$ cat config.mk
export PLATFORM = sky130hd
export DESIGN_NAME = vad_isqrt
export DESIGN_NICKNAME = d
export VERILOG_FILES = /design/src/rtl/vad_isqrt.sv
export SDC_FILE = /design/constraint.sdc
export NUM_CORES = 2
export LEC_CHECK = 0
export ABC_CLOCK_PERIOD_IN_PS = 4700
export BUFFER_PORTS_ARGS = -buffer_cell sky130_fd_sc_hd__buf_2
export CORE_MARGIN = 3
export CORE_UTILIZATION = 25
export CTS_CLUSTER_SIZE = 10
export DETAILED_ROUTE_END_ITERATION = 10
export GPL_TIMING_DRIVEN = 0
export SETUP_SLACK_MARGIN = 0.15
export SLEW_MARGIN = 20
export SYNTH_ARGS = -nofsm -noshare
export SYNTH_HDL_FRONTEND = slang
export SYNTH_SLANG_ARGS = --single-unit
$ cat constraint.sdc
create_clock -name clk_i -period 4.7 [get_ports clk_i]
set_input_delay 0.94 -clock clk_i [delete_from_list [all_inputs] [get_ports clk_i]]
set_output_delay 0.94 -clock clk_i [all_outputs]
set_load 0.005 [all_outputs]
$ cat src/rtl/vad_isqrt.sv
// ----------------------------------------------------------------------------
// vad_isqrt: pipelined integer square root
// One root bit per stage, floor result; a side word travels alongside.
// ----------------------------------------------------------------------------
module vad_isqrt #(
  parameter int unsigned IN_W   = 64,
  parameter int unsigned SIDE_W = 1,
  localparam int unsigned OUT_W = (IN_W + 1) / 2
) (
  input  logic              clk_i,
  input  logic              rst_ni,
  input  logic              en_i,
  input  logic              valid_i,
  input  logic [IN_W-1:0]   rad_i,
  input  logic [SIDE_W-1:0] side_i,
  output logic              valid_o,
  output logic [OUT_W-1:0]  root_o,
  output logic [SIDE_W-1:0] side_o
);

  localparam int unsigned TW = 2 * OUT_W + 1;

  logic [OUT_W-1:0]  vld_q;
  logic [TW-1:0]     rem_q  [OUT_W];
  logic [OUT_W-1:0]  root_q [OUT_W];
  logic [SIDE_W-1:0] side_q [OUT_W];

  for (genvar s = 0; s < OUT_W; s++) begin : g_stage
    localparam int unsigned K = OUT_W - 1 - s;
    logic [TW-1:0]     rem_in;
    logic [OUT_W-1:0]  root_in;
    logic [SIDE_W-1:0] side_in;
    logic              vld_in;
    logic [TW-1:0]     term;
    logic              ge;

    if (s == 0) begin : g_head
      assign rem_in  = TW'(rad_i);
      assign root_in = '0;
      assign side_in = side_i;
      assign vld_in  = valid_i;
    end else begin : g_body
      assign rem_in  = rem_q[s-1];
      assign root_in = root_q[s-1];
      assign side_in = side_q[s-1];
      assign vld_in  = vld_q[s-1];
    end

    // (r + 2^k)^2 - r^2 = r * 2^(k+1) + 2^(2k)
    assign term = (TW'(root_in) << (K + 1)) + (TW'(1) << (2 * K));
    assign ge   = (rem_in >= term);

    always_ff @(posedge clk_i or negedge rst_ni) begin
      if (!rst_ni) begin
        vld_q[s] <= 1'b0;
      end else if (en_i) begin
        vld_q[s] <= vld_in;
      end
    end

    always_ff @(posedge clk_i) begin
      if (en_i) begin
        rem_q[s]  <= ge ? rem_in - term : rem_in;
        root_q[s] <= root_in | (OUT_W'(ge) << K);
        side_q[s] <= side_in;
      end
    end
  end

  assign valid_o = vld_q[OUT_W-1];
  assign root_o  = root_q[OUT_W-1];
  assign side_o  = side_q[OUT_W-1];

endmodule

==> results.sh <==
export IMPL_die_x_um=713
export IMPL_cts_made_buffers=316
export IMPL_vdd_ir_drop_max_v=0.000347
export IMPL_synth_top_family_by_area="simple AND/OR/NAND/NOR gates"
export IMPL_final_cell_area_sq_mm=0.144
export IMPL_fin_nets=11000
export IMPL_syn_num_nets=10600
export IMPL_drc=0
export IMPL_finalCriticalPeriod_ns=4.45
export IMPL_portBuffers=102
export IMPL_endpoint_kind="register"
export IMPL_yosys_area_share_simple_pct=12.5
export IMPL_cts_buffer_depth=4
export IMPL_multi_input_area_sq_mm=0.0436
export IMPL_grt_pass1_wl_mm=461
export IMPL_fp_coreArea_sq_mm=0.498
export IMPL_start_util_pct=25.1
export IMPL_p_per_area_mw_per_mm2=469
export IMPL_fmax_mhz=225
export IMPL_seqPwrFrac_pct=46.9
export IMPL_slowest_delay_ns=0.73
export IMPL_grt_max_degree=155
export IMPL_placed_cells=16700
export IMPL_syn_inst=9935
export IMPL_antenna_found_initial=6
export IMPL_root_buffer="clkbuf_16"
export IMPL_syn_area_per_cell_sq_um=12.6
export IMPL_power_mw=67.4
export IMPL_seqCellArea_sq_mm=0.0781
export IMPL_muxShareOfSynthArea_pct=1.10
export IMPL_drive_gt1_share_pct=7.49
export IMPL_cts_tree="built"
export IMPL_gp_congestion=0.879
export IMPL_netlist_area_sq_mm=0.125
export IMPL_synth_adder_area_share_pct=5.59
export IMPL_area_delta_synth_final_pct=15.0
export IMPL_critPathMostFrequentCell="nand4_1"
export IMPL_final_common_cell="edfxtp_1"
export IMPL_switching_share_pct=29.5
export IMPL_fin_skew_ns=0.108
export IMPL_grt_pass1_vias=78200
export IMPL_post_dp_cell_area_sq_mm=0.134
export IMPL_hold_ws_ns=0.134
export IMPL_layout_common_cells="edfxtp_1, inv_1, nor2_1, a21oi_1, ha_1"
export IMPL_routedWlPerCell_um=17.6
export IMPL_num_fill_cells=50500
export IMPL_pre_cts_slack_ns=-0.616
export IMPL_critPathLaunchType="register"
export IMPL_path_max_fanout=10
export IMPL_status="complete, no violations"
export IMPL_power_frac_clock_pct=32.4
export IMPL_cp_arrival_ns=5.08
export IMPL_vias=78200
export IMPL_crit_buf_inv=3
export IMPL_critPathKind="register to register"
export IMPL_die_y_um=713
export IMPL_yosysUniqueCellTypes=91
export IMPL_routed_wl_mm=301
export IMPL_worstSkewPairLatency_ns=0.98
export IMPL_crit_chain="inv_1 -> ha_1 -> nor4b_1 -> nand4_1 -> or4_1 -> o2111ai_1 -> nor2_1 -> o21ai_2 -> nand4_1 -> buf_4 -> clkbuf_1 -> nor3_1 -> xor2_1"
export IMPL_finalWorstSetupSlack_ns=0.252
export IMPL_p_int_mw=47.5
export IMPL_synth_compound_area_share_pct=9.15
export IMPL_report_final_setup_viol=0
export IMPL_crit_family="simple AND/OR/NAND/NOR gates"
export IMPL_clk_pin_slew_ns=0.06
export IMPL_rsz0062_at_grt="false"
export IMPL_die_area_sq_mm=0.508
export IMPL_p_comb_share_pct=20.7
export IMPL_h_tree_depth=5
export IMPL_slew_viol_final=0
export IMPL_max_slew_margin_pct=21.3
export IMPL_slowest_stage="or4_1"
export IMPL_p_leak_nw=51.9
export IMPL_yosys_warnings=0
export IMPL_hold_viol_final=0
export IMPL_synth_seq_cells=2607
export IMPL_placementRows=259
export IMPL_required_ns=5.33
export IMPL_overflow=0
export IMPL_cts_sinks=2607
export IMPL_worst_slew_pin_slew_ns=1.17
export IMPL_drv_cap=0
export IMPL_hpwl_mm=229
export IMPL_min_period_over_period_pct=94.6
export IMPL_firstDrtPassIters=6
export IMPL_synth_xor_area_share_pct=6.30
export IMPL_yosysSeqAreaShare_pct=62.5
export IMPL_holdCritPathClass="input pin to register"
export IMPL_ys_flop_type="edfxtp_1"
export IMPL_async_reset_ff_share_pct=1.23
export IMPL_switchingPower_mw=19.9
export IMPL_gr_usage_all_layers_pct=11.4
export IMPL_synth_edf_count=2575
export IMPL_antenna_left=0
export IMPL_ios=103
export IMPL_viasPerCell=4.56
export IMPL_drt_initial_drc_count=5495
export IMPL_instances_no_fill=17200
## worst register-to-register path, stage by stage (launching register included)
cell,delay (ns)
edfxtp_1,0.37
inv_1,0.06
ha_1,0.59
nor4b_1,0.34
nand4_1,0.36
or4_1,0.74
o2111ai_1,0.37
nor2_1,0.11
o21ai_2,0.29
nand4_1,0.19
buf_4,0.21
clkbuf_1,0.22
nor3_1,0.23
xor2_1,0.11
## cell type report
class                           count  area share, %
Antenna cell                       12         0.0209
Multi-Input combinational cell   6405           30.3
Sequential cell                  2607           54.3
Clock buffer                      358           5.63
Tap cell                         6655           5.79
Clock inverter                     72          0.608
Buffer                            216          0.614
Inverter                          707           1.85
Timing Repair Buffer              131          0.796
## through the flow
| stage | util (%) | TNS [ns] |
|---|---|---|
| floorplan | - | 0 |
| finish | 28.9 | 0 |
| CTS | 28.8 | 0 |
| detailed placement | 27.0 | -55.98 |
| global route | 28.9 | 0 |
| global placement | 26.9 | - |
## power by group through the flow
stage	clock (mW)	combinational (mW)	sequential, mW
4_1_cts	22.5	13.9	31.6
6_report	21.8	14.0	31.6
2_1_floorplan	0	10.0	31.0
3_3_place_gp	0	13.7	33.9
5_1_grt	23.5	15.5	31.9
3_5_place_dp	0	13.8	32.0
## worst paths after layout
path | from | endpoint | slack (ns) | depth (start not counted)
min reg2reg | rem_q[4][33] | rem_q[5][33] | 0.41 | 0
min | rad_i[56] | rem_q[0][56] | 0.13 | 1
max reg2reg | root_q[26][31] | rem_q[27][42] | 0.25 | 13
min in group asynchronous | rst_ni | g_stage[4].vld_in | 0.59 | 2
max | root_q[26][31] | rem_q[27][42] | 0.25 | 13
max in group asynchronous | rst_ni | g_stage[13].vld_in | 3.65 | 2
## sequential cells by signal (all words and copies together), names as in the netlist
name / flops
side_q: 32
root_q: 528
valid_o: 1
g_stage.vld_in: 31
rem_q: 2015
## metal layers
metal	share of wire (%)	track usage, %	up-vias
met5	0	0	-
met4	4.8	5.10	0
met3	3.8	1.51	531
met2	52	21.2	1728
met1	40	13.0	37700
li1	-	-	38200
## Yosys cell counts (all sizes together) (222+ instances only)
| cell type | number | area, sq um |
|---|---|---|
| a21oi | 655 | 3280 |
| o21ai | 400 | 2000 |
| nor3 | 281 | 1410 |
| inv | 707 | 2650 |
| xnor2 | 505 | 4420 |
| a21o | 222 | 1670 |
| nor2 | 698 | 2620 |
| nor4 | 352 | 2200 |
| nand2 | 539 | 2020 |
| xor2 | 394 | 3450 |
| ha | 558 | 6980 |
| edfxtp | 2575 | 77300 |
## what timing repair did
item | in CTS | in global routing
setup endpoints to repair | 214 | 203
gates resized for setup | 28 | 40
hold buffers | 1 | 0
cloned | 0 | 0
buffers inserted | 2 | 2
pin swaps | 1 | 2
hold endpoints to repair | 32 | 0
## cell families (layout without fill, tap and decap cells)
logic type	after synthesis	after routing
AOI/OAI and AO/OA	1845	1845
buffers and inverters	923	1484
other	0	12
and+or+nand+nor	2980	2980
adders and majority gates	558	558
DFF	2607	2607
xor gates and xnor gates	899	899
muxes	123	123
Note: power is estimated with default switching activity, not from simulation.
